$ cat src/sv/flha_pkg.sv
// Shared constants, types and micro-operation codes of the free-list heap allocator.
package flha_pkg;

    // Heap geometry.
    localparam int HEAP_BYTES   = 65536;
    localparam int HEADER_BYTES = 8;
    localparam int WORDS        = HEAP_BYTES / 4;
    localparam int WALK_LIMIT   = WORDS + 2;

    // Widths: an offset holds the whole heap range plus the sentinel code.
    localparam int OFF_W  = $clog2(HEAP_BYTES) + 1;
    localparam int IDX_W  = $clog2(WORDS);
    localparam int CNT_W  = $clog2(WALK_LIMIT);
    localparam int ADDR_W = 16;
    localparam int WORD_W = 32;

    typedef logic [OFF_W-1:0]  t_off;
    typedef logic [IDX_W-1:0]  t_idx;
    typedef logic [WORD_W-1:0] t_word;

    localparam t_off SENT = t_off'(HEAP_BYTES);

    // Operation codes of an item; the last code does nothing.
    localparam logic [1:0] OP_ALLOC   = 2'd0;
    localparam logic [1:0] OP_FREE    = 2'd1;
    localparam logic [1:0] OP_REALLOC = 2'd2;
    localparam logic [1:0] OP_NONE    = 2'd3;

    // Micro-operations issued by the controller to the datapath.
    typedef logic [4:0] t_uop;
    localparam t_uop U_NOP      = 5'd0;
    localparam t_uop U_INIT0    = 5'd1;
    localparam t_uop U_INIT1    = 5'd2;
    localparam t_uop U_ACCEPT   = 5'd3;
    localparam t_uop U_SET_FAIL = 5'd4;
    localparam t_uop U_R_FETCH  = 5'd5;
    localparam t_uop U_R_SZ     = 5'd6;
    localparam t_uop U_R_SAME   = 5'd7;
    localparam t_uop U_R_SH1    = 5'd8;
    localparam t_uop U_R_SH2    = 5'd9;
    localparam t_uop U_R_SH3    = 5'd10;
    localparam t_uop U_R_SH4    = 5'd11;
    localparam t_uop U_A_START  = 5'd12;
    localparam t_uop U_A_FIRST  = 5'd13;
    localparam t_uop U_A_STEP   = 5'd14;
    localparam t_uop U_A_UNLINK = 5'd15;
    localparam t_uop U_A_CARVE  = 5'd16;
    localparam t_uop U_A_CARVE2 = 5'd17;
    localparam t_uop U_A_FAIL   = 5'd18;
    localparam t_uop U_G_OK     = 5'd19;
    localparam t_uop U_F_START  = 5'd20;
    localparam t_uop U_F_STEP   = 5'd21;
    localparam t_uop U_F_FOUND  = 5'd22;
    localparam t_uop U_F_H      = 5'd23;
    localparam t_uop U_F_N      = 5'd24;
    localparam t_uop U_F_HSZ    = 5'd25;
    localparam t_uop U_F_HNX    = 5'd26;
    localparam t_uop U_F_DSZ    = 5'd27;
    localparam t_uop U_F_DNX    = 5'd28;
    localparam t_uop U_OUT      = 5'd29;

    // Status returned by the datapath to the controller.
    typedef struct packed {
        logic [1:0] op;
        logic       old_zero;
        logic       n_zero;
        logic       addr_ok;
        logic       sz_eq;
        logic       sz_gt;
        logic       shrink_ok;
        logic       a_fit;
        logic       a_unlink;
        logic       a_at_rover;
        logic       walk_end;
        logic       f_hit;
        logic       out_free;
    } t_stat;

endpackage

$ cat src/sv/flha_ctrl.sv
// Controller state machine of the allocator: sequences list walks and header updates.
module flha_ctrl
    import flha_pkg::*;
(
    input  logic  i_clk,
    input  logic  i_rst_n,
    input  logic  i_valid,
    output logic  o_stall,
    input  t_stat i_st,
    output t_uop  o_uop
);

    localparam logic [4:0] S_INIT0   = 5'd0;
    localparam logic [4:0] S_INIT1   = 5'd1;
    localparam logic [4:0] S_IDLE    = 5'd2;
    localparam logic [4:0] S_DISP    = 5'd3;
    localparam logic [4:0] S_R_SZ    = 5'd4;
    localparam logic [4:0] S_R_DEC   = 5'd5;
    localparam logic [4:0] S_SH1     = 5'd6;
    localparam logic [4:0] S_SH2     = 5'd7;
    localparam logic [4:0] S_SH3     = 5'd8;
    localparam logic [4:0] S_SH4     = 5'd9;
    localparam logic [4:0] S_A_START = 5'd10;
    localparam logic [4:0] S_A_FIRST = 5'd11;
    localparam logic [4:0] S_A_EVAL  = 5'd12;
    localparam logic [4:0] S_A_CARVE = 5'd13;
    localparam logic [4:0] S_G_OK    = 5'd14;
    localparam logic [4:0] S_F_START = 5'd15;
    localparam logic [4:0] S_F_EVAL  = 5'd16;
    localparam logic [4:0] S_F_H     = 5'd17;
    localparam logic [4:0] S_F_N     = 5'd18;
    localparam logic [4:0] S_F_HSZ   = 5'd19;
    localparam logic [4:0] S_F_HNX   = 5'd20;
    localparam logic [4:0] S_F_DSZ   = 5'd21;
    localparam logic [4:0] S_F_DNX   = 5'd22;
    localparam logic [4:0] S_OUT     = 5'd23;

    logic [4:0] r_state, n_state;
    logic       r_grow, n_grow;

    // Next state and micro-operation.
    always_comb begin
        n_state = r_state;
        n_grow  = r_grow;
        o_uop   = U_NOP;
        unique case (r_state)
            S_INIT0: begin
                o_uop   = U_INIT0;
                n_state = S_INIT1;
            end
            S_INIT1: begin
                o_uop   = U_INIT1;
                n_state = S_IDLE;
            end
            S_IDLE: begin
                if (i_valid) begin
                    o_uop   = U_ACCEPT;
                    n_state = S_DISP;
                end
            end
            S_DISP: begin
                n_grow = 1'b0;
                priority if ((i_st.op == OP_ALLOC) ||
                             ((i_st.op == OP_REALLOC) && i_st.old_zero)) begin
                    n_state = i_st.n_zero ? S_OUT : S_A_START;
                end else if (i_st.op == OP_FREE) begin
                    n_state = i_st.addr_ok ? S_F_START : S_OUT;
                end else if (i_st.op == OP_REALLOC) begin
                    if (i_st.addr_ok) begin
                        o_uop   = U_R_FETCH;
                        n_state = S_R_SZ;
                    end else begin
                        o_uop   = U_SET_FAIL;
                        n_state = S_OUT;
                    end
                end else begin
                    n_state = S_OUT;
                end
            end
            S_R_SZ: begin
                o_uop   = U_R_SZ;
                n_state = S_R_DEC;
            end
            S_R_DEC: begin
                priority if (i_st.n_zero) begin
                    n_state = S_F_START;
                end else if (i_st.sz_eq) begin
                    o_uop   = U_R_SAME;
                    n_state = S_OUT;
                end else if (i_st.sz_gt) begin
                    o_uop   = U_R_SAME;
                    n_state = i_st.shrink_ok ? S_SH1 : S_OUT;
                end else begin
                    n_grow  = 1'b1;
                    n_state = S_A_START;
                end
            end
            S_SH1: begin
                o_uop   = U_R_SH1;
                n_state = S_SH2;
            end
            S_SH2: begin
                o_uop   = U_R_SH2;
                n_state = S_SH3;
            end
            S_SH3: begin
                o_uop   = U_R_SH3;
                n_state = S_SH4;
            end
            S_SH4: begin
                o_uop   = U_R_SH4;
                n_state = S_F_START;
            end
            S_A_START: begin
                o_uop   = U_A_START;
                n_state = S_A_FIRST;
            end
            S_A_FIRST: begin
                o_uop   = U_A_FIRST;
                n_state = S_A_EVAL;
            end
            // One free chunk examined per cycle.
            S_A_EVAL: begin
                priority if (i_st.a_fit) begin
                    if (i_st.a_unlink) begin
                        o_uop   = U_A_UNLINK;
                        n_state = r_grow ? S_G_OK : S_OUT;
                    end else begin
                        o_uop   = U_A_CARVE;
                        n_state = S_A_CARVE;
                    end
                end else if (i_st.a_at_rover || i_st.walk_end) begin
                    o_uop   = U_A_FAIL;
                    n_state = S_OUT;
                end else begin
                    o_uop = U_A_STEP;
                end
            end
            S_A_CARVE: begin
                o_uop   = U_A_CARVE2;
                n_state = r_grow ? S_G_OK : S_OUT;
            end
            S_G_OK: begin
                o_uop   = U_G_OK;
                n_state = S_F_START;
            end
            S_F_START: begin
                o_uop   = U_F_START;
                n_state = S_F_EVAL;
            end
            // One list link examined per cycle while seeking the insertion point.
            S_F_EVAL: begin
                priority if (i_st.f_hit) begin
                    o_uop   = U_F_FOUND;
                    n_state = S_F_H;
                end else if (i_st.walk_end) begin
                    n_state = S_OUT;
                end else begin
                    o_uop = U_F_STEP;
                end
            end
            S_F_H: begin
                o_uop   = U_F_H;
                n_state = S_F_N;
            end
            S_F_N: begin
                o_uop   = U_F_N;
                n_state = S_F_HSZ;
            end
            S_F_HSZ: begin
                o_uop   = U_F_HSZ;
                n_state = S_F_HNX;
            end
            S_F_HNX: begin
                o_uop   = U_F_HNX;
                n_state = S_F_DSZ;
            end
            S_F_DSZ: begin
                o_uop   = U_F_DSZ;
                n_state = S_F_DNX;
            end
            S_F_DNX: begin
                o_uop   = U_F_DNX;
                n_state = S_OUT;
            end
            S_OUT: begin
                if (i_st.out_free) begin
                    o_uop   = U_OUT;
                    n_state = S_IDLE;
                end
            end
            default: begin
                n_state = S_IDLE;
            end
        endcase
    end

    // State register.
    always_ff @(posedge i_clk) begin
        if (!i_rst_n) begin
            r_state <= S_INIT0;
            r_grow  <= 1'b0;
        end else begin
            r_state <= n_state;
            r_grow  <= n_grow;
        end
    end

    assign o_stall = (r_state != S_IDLE);

endmodule

$ cat config.mk
export PLATFORM = sky130hd
export DESIGN_NAME = flha_ctrl
export DESIGN_NICKNAME = d
export VERILOG_FILES = /design/src/sv/flha_pkg.sv /design/src/sv/flha_ctrl.sv
export SDC_FILE = /design/constraint.sdc
export NUM_CORES = 1
export LEC_CHECK = 0
export ABC_AREA = 0
export BUFFER_PORTS_ARGS = -buffer_cell sky130_fd_sc_hd__buf_2
export CORE_AREA = 3 3 56 58
export DETAILED_ROUTE_END_ITERATION = 7
export DIE_AREA = 0 0 59 61
export PLACE_DENSITY = 0.65
export SYNTH_ARGS = -nofsm -noshare
export SYNTH_HDL_FRONTEND = slang
export SYNTH_SLANG_ARGS = --single-unit
$ cat constraint.sdc
create_clock -name i_clk -period 1.61 [get_ports i_clk]
set_input_delay 0.161 -clock i_clk [delete_from_list [all_inputs] [get_ports i_clk]]
set_output_delay 0.161 -clock i_clk [all_outputs]
set_load 0.1 [all_outputs]
==> impl_metrics.py, run 1 <==
metrics = {
    "power": {
        "p_comb_share_pct": 88.5,
        "p_seq_share_pct": 8.4,
        "power.internal_mw": 2.11,
        "peakVddDrop_uv": 1870,
        "switchingPower_mw": 2.41,
        "leakagePower_nw": 0.901,
        "power_per_cell_area_mw_per_mm2": 2180,
        "sw_frac_of_total_pct": 53.3,
        "p_clk_share_pct": 3.1,
    },
    "status": {
        "status": "complete, but fails checks",
        "violations": "setup timing",
    },
    "routing": {
        "drtIter0Drc": 105,
        "vias": 1695,
        "wl_mm": 5.10,
        "drtPass1Iterations": 4,
        "ant_nets": 0,
        "routedWlPerCell_um": 19.3,
        "vias_per_cell": 6.42,
        "drcViolationCount": 0,
    },
    "layout": {
        "regArea_um2": 136,
        "final_cells": 264,
        "multi_input_comb_area_mm2": 0.00110,
        "nets": 252,
        "layout_commonest_cell": "buf_4",
        "drive_above_1_share_pct": 61.4,
        "fillers": 189,
        "final_cell_mix": "44 x buf_4, 16 x buf_2, 13 x nand2_1, 12 x nor2_1, 12 x buf_6",
        "syn2layout_area_growth_pct": 76.4,
        "antenna_cells": 0,
    },
    "setup_path": {
        "r2r_start": "r_state[1]$_SDFFE_PN0P_",
        "worstSetupStartpointType": "flop",
        "path_depth": 5,
        "reg2reg_slack_ns": -0.07,
        "endpoint_kind": "primary output",
        "worstPathCellList": "or3b_4 -> nor4_4 -> a31oi_1 -> nand4_1 -> buf_12",
        "reg2reg_to": "r_state[2]$_SDFFE_PN0P_",
        "crit_required_ns": 1.45,
        "slowest_delay_ns": 0.42,
        "crit_type": "flop to primary output",
        "cp_slowest_cell": "or3b_4",
        "worst_ep_arrival_time_ns": 1.77,
        "ff2ff_path_depth": 7,
        "worst-path-buf-inv": 1,
        "worst-path-max-fanout": 5,
        "cp_top_family": "simple AND/OR/NAND/NOR gates",
    },
    "floorplanning": {
        "fp.dieW_um": 59,
        "die-area_mm2": 0.00360,
        "fp.dieH_um": 61,
        "floorplan.initialDensity_pct": 43.4,
        "std_cell_rows": 19,
        "core_mm2": 0.00271,
        "pin_count": 23,
    },
    "synthesis": {
        "netlist_area_mm2": 0.00118,
        "syn-num-nets": 179,
        "synth_seq_cells": 6,
        "ys_warn_count": 0,
        "async_flop_share_pct": 0,
        "synth_edf_count": 0,
        "synthFlopType": "dfxtp_1",
        "ys_seq_area_share_pct": 10.2,
        "syn_area_per_cell_um2": 7.26,
        "netlist-cell-type-count": 64,
        "syn_inst": 162,
    },
    "sta": {
        "fin_hold_ws_ns": 0.194,
        "final-max-slew-violation-count": 0,
        "fin_skew_ns": 0.00203,
        "fin_crit_sh_pct": 120,
        "layout_setup_ws_ns": -0.324,
        "finalHoldViolations": 0,
        "min_period_ns": 1.93,
        "max_clock_freq_ghz": 0.517,
        "rsz0062_at_grt": "true",
        "slew_headroom_pct": 64.8,
        "setup_viol": 9,
        "worst_pin_slew_ns": 0.528,
    },
    "worst_hold_path": {
        "min_to": "r_grow$_SDFFE_PN0P_",
        "hold_class": "input port to flop",
        "holdPathStages": 3,
        "worstHoldStart": "i_rst_n",
    },
    "global_routing": {
        "grt_pass1_vias": 1701,
        "gr-total-overflow": 0,
        "met1_usage_pct": 31.5,
        "track_usage_pct": 27.7,
        "grt_use_met2_pct": 49.7,
        "top_usage_layer": "met2",
        "grt_max_degree": 12,
        "met3_usage_pct": 4.47,
        "antenna_found_initial": 0,
        "grt_pass1_wl_mm": 7.60,
    },
    "cts": {
        "clockBufferDepth": 2,
        "htree_num_levels": 1,
        "clkSlewWorstSetupHoldPaths_ns": 0.05,
        "clock-root-buffer": "clkbuf_4",
        "hold_buffers": 0,
        "cts_tree": "built",
        "cts_sinks": 6,
        "worstSkewPairLatency_ns": 0.25,
        "cts_made_buffers": 3,
    },
    "placement": {
        "dp_slack_ns": -0.249,
        "dp_hpwl_mm": 3.53,
        "port_buffers": 22,
        "dp.cells": 249,
        "gp_congestion": 1.01,
    },
    "run": {
        "maxCapViolCount": 0,
    },
}
==> metrics by stage <==
| step | setup TNS, ns | total power, mW | cell area, um2 | util (%) |
|---|---|---|---|---|
| 3_3_place_gp | -1.17 | 3.56 | 1710 | 63.2 |
| 6_report | -1.52 | 4.52 | 2070 | 76.5 |
| 2_1_floorplan | -0.919 | 2.35 | 1210 | - |
| 3_5_place_dp | -1.57 | 3.63 | 1710 | 63.2 |
| 5_1_grt | -2.05 | 4.72 | 2070 | 76.5 |
| 4_1_cts | -1.95 | 3.96 | 1860 | 68.6 |
==> cells in the mapped netlist, drive strengths merged, types with 2 or more instances <==
| master | number | share of area [%] |
|---|---|---|
| nand2 | 17 | 5.9 |
| nand3 | 5 | 3.6 |
| a21oi | 12 | 5.1 |
| inv | 10 | 3.2 |
| o21ai | 14 | 6.3 |
| o211ai | 3 | 1.9 |
| nand4 | 3 | 2.9 |
| nand2b | 5 | 2.9 |
| nor2 | 18 | 7.2 |
| a211oi | 3 | 2.8 |
| nor3 | 5 | 2.1 |
| o31ai | 2 | 1.7 |
| o22ai | 2 | 1.1 |
| nor4 | 5 | 5.0 |
| nor2b | 5 | 2.7 |
| or4 | 2 | 1.6 |
| clkbuf | 2 | 0.64 |
| buf | 11 | 8.0 |
| a31oi | 5 | 2.7 |
| dfxtp | 6 | 10 |
| a31o | 2 | 1.5 |
==> per-layer routing <==
metal | vias to the layer above | routed length, um
li1 | 761 | -
met1 | 810 | 1990
met2 | 93 | 2550
met3 | 31 | 327
met4 | 0 | 241
met5 | - | 0
==> area by class of cell <==
type,instances,area share [%]
multi-input cells,133,53.2
repair buffers,81,35.2
flip-flops and latches,6,6.57
inverters,10,2.05
well taps,31,1.87
clock buffers,3,1.09
==> power groups by stage <==
stage	combinational, mW	sequential (mW)	clock, mW
finish	4.00	0.379	0.142
global route	4.19	0.387	0.147
CTS	3.49	0.336	0.141
detailed placement	3.28	0.348	0
global placement	3.22	0.347	0
floorplan	2.08	0.267	0
==> worst max path at each step <==
stage	startpoint	endpoint
after detailed placement	r_state[2]$_SDFFE_PN0P_	o_uop[0]
final	r_state[4]$_SDFFE_PN0P_	o_uop[0]
after global placement	r_state[3]$_SDFFE_PN0P_	o_uop[1]
after global routing	r_state[1]$_SDFFE_PN0P_	o_uop[0]
after CTS	r_state[3]$_SDFFE_PN0P_	o_uop[0]
after floorplan	r_state[3]$_SDFFE_PN0P_	o_uop[0]
==> worst min-delay path: stages <==
cell and delay [ns]:
buf_2 0.14, nand2_1 0.06, nor2_1 0.03
==> kinds of logic (layout without fill, tap and decap cells) <==
| group | Yosys count | count (layout) | share of synthesized area, % |
|---|---|---|---|
| and+or+nand+nor | 70 | 70 | 39.3 |
| xor gates and xnor gates | 1 | 1 | 0.745 |
| DFF | 6 | 6 | 10.2 |
| buffers and inverters | 23 | 94 | 11.8 |
| AOI/OAI and AO/OA | 62 | 62 | 38.0 |
==> sequential cells by signal, summed over array words and instances, names as in the netlist <==
register,count
r_state,5
r_grow,1
==> what timing repair did <==
item                       CTS  global route
pin swaps                    4            16
setup endpoints to repair   11            10
setup buffers                8             4
resized for setup           20            44
cloned                       0             1
(Power assumes the default switching activity.)
==> inputs of run 2 (changes only) <==
==> config.mk (replaced) <==
export PLATFORM = sky130hd
export DESIGN_NAME = flha_ctrl
export DESIGN_NICKNAME = d
export VERILOG_FILES = /design/src/sv/flha_pkg.sv /design/src/sv/flha_ctrl.sv
export SDC_FILE = /design/constraint.sdc
export NUM_CORES = 1
export LEC_CHECK = 0
export ABC_AREA = 1
export BUFFER_PORTS_ARGS = -buffer_cell sky130_fd_sc_hd__buf_2
export CORE_AREA = 3 3 53 55
export DETAILED_ROUTE_END_ITERATION = 7
export DIE_AREA = 0 0 56 58
export PLACE_DENSITY = 0.67
export SYNTH_ARGS = -nofsm -noshare
export SYNTH_HDL_FRONTEND = slang
export SYNTH_SLANG_ARGS = --single-unit
==> run 2 against run 1 <==
- the flow still finishes with violations (setup timing)
- worst setup slack better by 0.093 ns
- clock power is 7% higher
- sequential power is 7.7% lower
- count of clock-buffer cells in the layout stayed put
- final area is 0.54% lower
- utilization is 8.3 points higher
- sequential share of layout area is 0.16 points higher
- maximum frequency is 5.0% higher
- sequential cell count stayed put
- area after synthesis is 9.8% lower
- combinational power is 19% lower
- wire length is 7.1% higher
- critical endpoint unchanged
==> impl_metrics.py, run 2 <==
metrics = {
    "status": {
        "status": "complete, but fails checks",
        "violations": "setup timing",
    },
    "layout": {
        "drive_above_1_share_pct": 55.7,
        "syn2layout_area_growth_pct": 94.5,
        "antenna_cells": 0,
        "fillers": 142,
        "final_cell_mix": "44 x buf_4, 38 x nand2_1, 27 x nor2_1, 24 x inv_1",
        "layout_commonest_cell": "buf_4",
        "fin_util_pct": 84.8,
        "biggestRegsByFlops": "r_state: 5 flops, r_grow: 1 flops",
        "largest-register": "r_state",
        "largest_reg_flops": 5,
        "nets": 306,
    },
    "sta": {
        "rsz0062_at_grt": "true",
        "final-max-slew-violation-count": 0,
        "worst_pin_slew_ns": 0.369,
        "setup_viol": 6,
        "max_clock_freq_ghz": 0.543,
        "slew_headroom_pct": 75.1,
        "layout_setup_ws_ns": -0.231,
        "fin_skew_ns": 0.00310,
        "tns_ns": -1.00,
        "min_period_ns": 1.84,
        "finalHoldViolations": 0,
        "fin_hold_ws_ns": 0.128,
        "fin_crit_sh_pct": 114,
    },
    "power": {
        "power_per_cell_area_mw_per_mm2": 1810,
        "p_seq_share_pct": 9.4,
        "power.internal_mw": 1.61,
        "p_comb_share_pct": 86.6,
        "leakagePower_nw": 1.09,
        "sw_frac_of_total_pct": 57.0,
        "peakVddDrop_uv": 1990,
        "switchingPower_mw": 2.13,
        "finalPower_mw": 3.74,
        "p_clk_share_pct": 4.1,
    },
    "synthesis": {
        "ys_seq_area_share_pct": 11.3,
        "yosysTopAreaCellShare_pct": 20.5,
        "synth_common_cells": "58 x nand2_1, 34 x nor2_1, 32 x inv_1",
        "synth_seq_cells": 6,
        "yosysTopAreaCell": "nand2_1",
        "syn_inst": 213,
        "syn_area_per_cell_um2": 4.98,
        "ys_warn_count": 0,
        "syn-num-nets": 230,
        "netlist-cell-type-count": 23,
        "netlist_area_mm2": 0.00106,
        "synthFlopType": "dfxtp_1",
        "synth_edf_count": 0,
        "yosysMostFrequentCell": "nand2_1",
        "async_flop_share_pct": 0,
        "synthTopCellsByArea": "nand2_1 21%, nor2_1 12%, dfxtp_1 11%",
    },
    "global_routing": {
        "track_usage_pct": 30.0,
        "antenna_found_initial": 0,
        "top_usage_layer": "met2",
        "grt_max_degree": 8,
        "grt_use_met2_pct": 51.6,
        "grt_pass1_wl_mm": 7.62,
        "met1_usage_pct": 37.8,
        "met3_usage_pct": 4.23,
        "gr-total-overflow": 0,
        "grt_pass1_vias": 1637,
    },
    "cts": {
        "cts_sinks": 6,
        "clock-root-buffer": "clkbuf_4",
        "cts_made_buffers": 3,
        "hold_buffers": 0,
        "cts_tree": "built",
        "clockBufferDepth": 2,
        "htree_num_levels": 1,
        "clkSlewWorstSetupHoldPaths_ns": 0.05,
        "worstSkewPairLatency_ns": 0.26,
    },
    "placement": {
        "dp_hpwl_mm": 3.14,
        "gp_congestion": 0.945,
        "port_buffers": 22,
    },
    "floorplanning": {
        "pin_count": 23,
        "die-area_mm2": 0.00325,
        "fp.dieW_um": 56,
        "core_mm2": 0.00243,
        "std_cell_rows": 18,
        "fp.dieH_um": 58,
        "floorplan.initialDensity_pct": 43.6,
    },
    "routing": {
        "wl_mm": 5.46,
        "drtIter0Drc": 127,
        "drcViolationCount": 0,
        "ant_nets": 0,
        "vias": 1850,
        "vias_per_cell": 5.84,
        "routedWlPerCell_um": 17.2,
        "drtPass1Iterations": 7,
    },
    "setup_path": {
        "worst-path-max-fanout": 7,
        "worst_ep_arrival_time_ns": 1.68,
        "crit_type": "flop to primary output",
        "endpoint_kind": "primary output",
        "worstSetupStartpointType": "flop",
        "crit_required_ns": 1.45,
        "crit_start": "r_state[2]$_SDFFE_PN0P_",
        "r2r_start": "r_state[4]$_SDFFE_PN0P_",
    },
    "run": {
        "maxCapViolCount": 0,
    },
    "worst_hold_path": {
        "hold_class": "input port to flop",
        "worstHoldStart": "i_rst_n",
    },
}
==> run 2: worst max-delay path, cell delays in order, from the launching register on <==
cell and delay [ns]:
dfxtp_4 0.44, nor2_4 0.07, nand2_4 0.10, inv_2 0.06, nand2_1 0.13, o2111ai_2 0.16, a21oi_2 0.19, nand3_4 0.09
buf_12 0.17
==> run 2: routing by layer <==
metal | wire [um] | vias to the layer above
met5 | 0 | -
met4 | 433 | 0
met3 | 530 | 57
met2 | 2610 | 149
met1 | 1890 | 815
li1 | - | 829
==> run 2: layout make-up <==
cell class / count / area, um2 / area share (%)
clock buffer: 3 / 22.5 / 1.09
multi-input combinational: 166 / 1070 / 51.7
timing repair buffer: 74 / 633 / 30.7
inverter: 38 / 165 / 8.00
sequential: 6 / 139 / 6.73
tap: 30 / 37.5 / 1.82
==> run 2: worst paths after layout <==
| path | endpoint | slack [ns] | depth (start not counted) |
|---|---|---|---|
| hold reg to reg | r_state[4]$_SDFFE_PN0P_ | 0.59 | 2 |
| hold / removal | r_state[3]$_SDFFE_PN0P_ | 0.13 | 3 |
| setup reg to reg | r_state[0]$_SDFFE_PN0P_ | 0 | 10 |
| setup / recovery | o_uop[0] | -0.23 | 8 |
==> run 2: power by group through the flow <==
stage | Combinational (mW) | Sequential (mW) | Clock [mW]
finish | 3.24 | 0.350 | 0.152
global route | 3.38 | 0.355 | 0.162
CTS | 2.84 | 0.337 | 0.150
detailed placement | 2.45 | 0.286 | 0
global placement | 2.46 | 0.284 | 0
floorplan | 1.56 | 0.245 | 0
==> run 2: stage by stage <==
| step | cell area, um2 | instances | setup WS (ns) |
|---|---|---|---|
| 2_1_floorplan | 1140 | 213 | -0.291 |
| 3_3_place_gp | 1620 | 297 | -0.0281 |
| 3_5_place_dp | 1620 | 297 | -0.0272 |
| 4_1_cts | 1980 | 317 | -0.145 |
| 5_1_grt | 2060 | 317 | -0.299 |
| 6_report | 2060 | 317 | -0.231 |
==> run 2: what timing repair did <==
action	4_1_cts	5_1_grt
endpoints found under the setup margin	6	11
setup buffers	21	6
pin swaps	32	15
cloned	0	0
gates resized for setup	68	28
==> run 2: cell families (layout without fill, tap and decap cells) <==
group	count (synthesis)	count (layout)	synth area share [%]
AND/OR/NAND/NOR	141	141	59.4
buffers and inverters	41	115	15.7
AO/OA/AOI/OAI	25	25	13.6
flip-flops	6	6	11.3
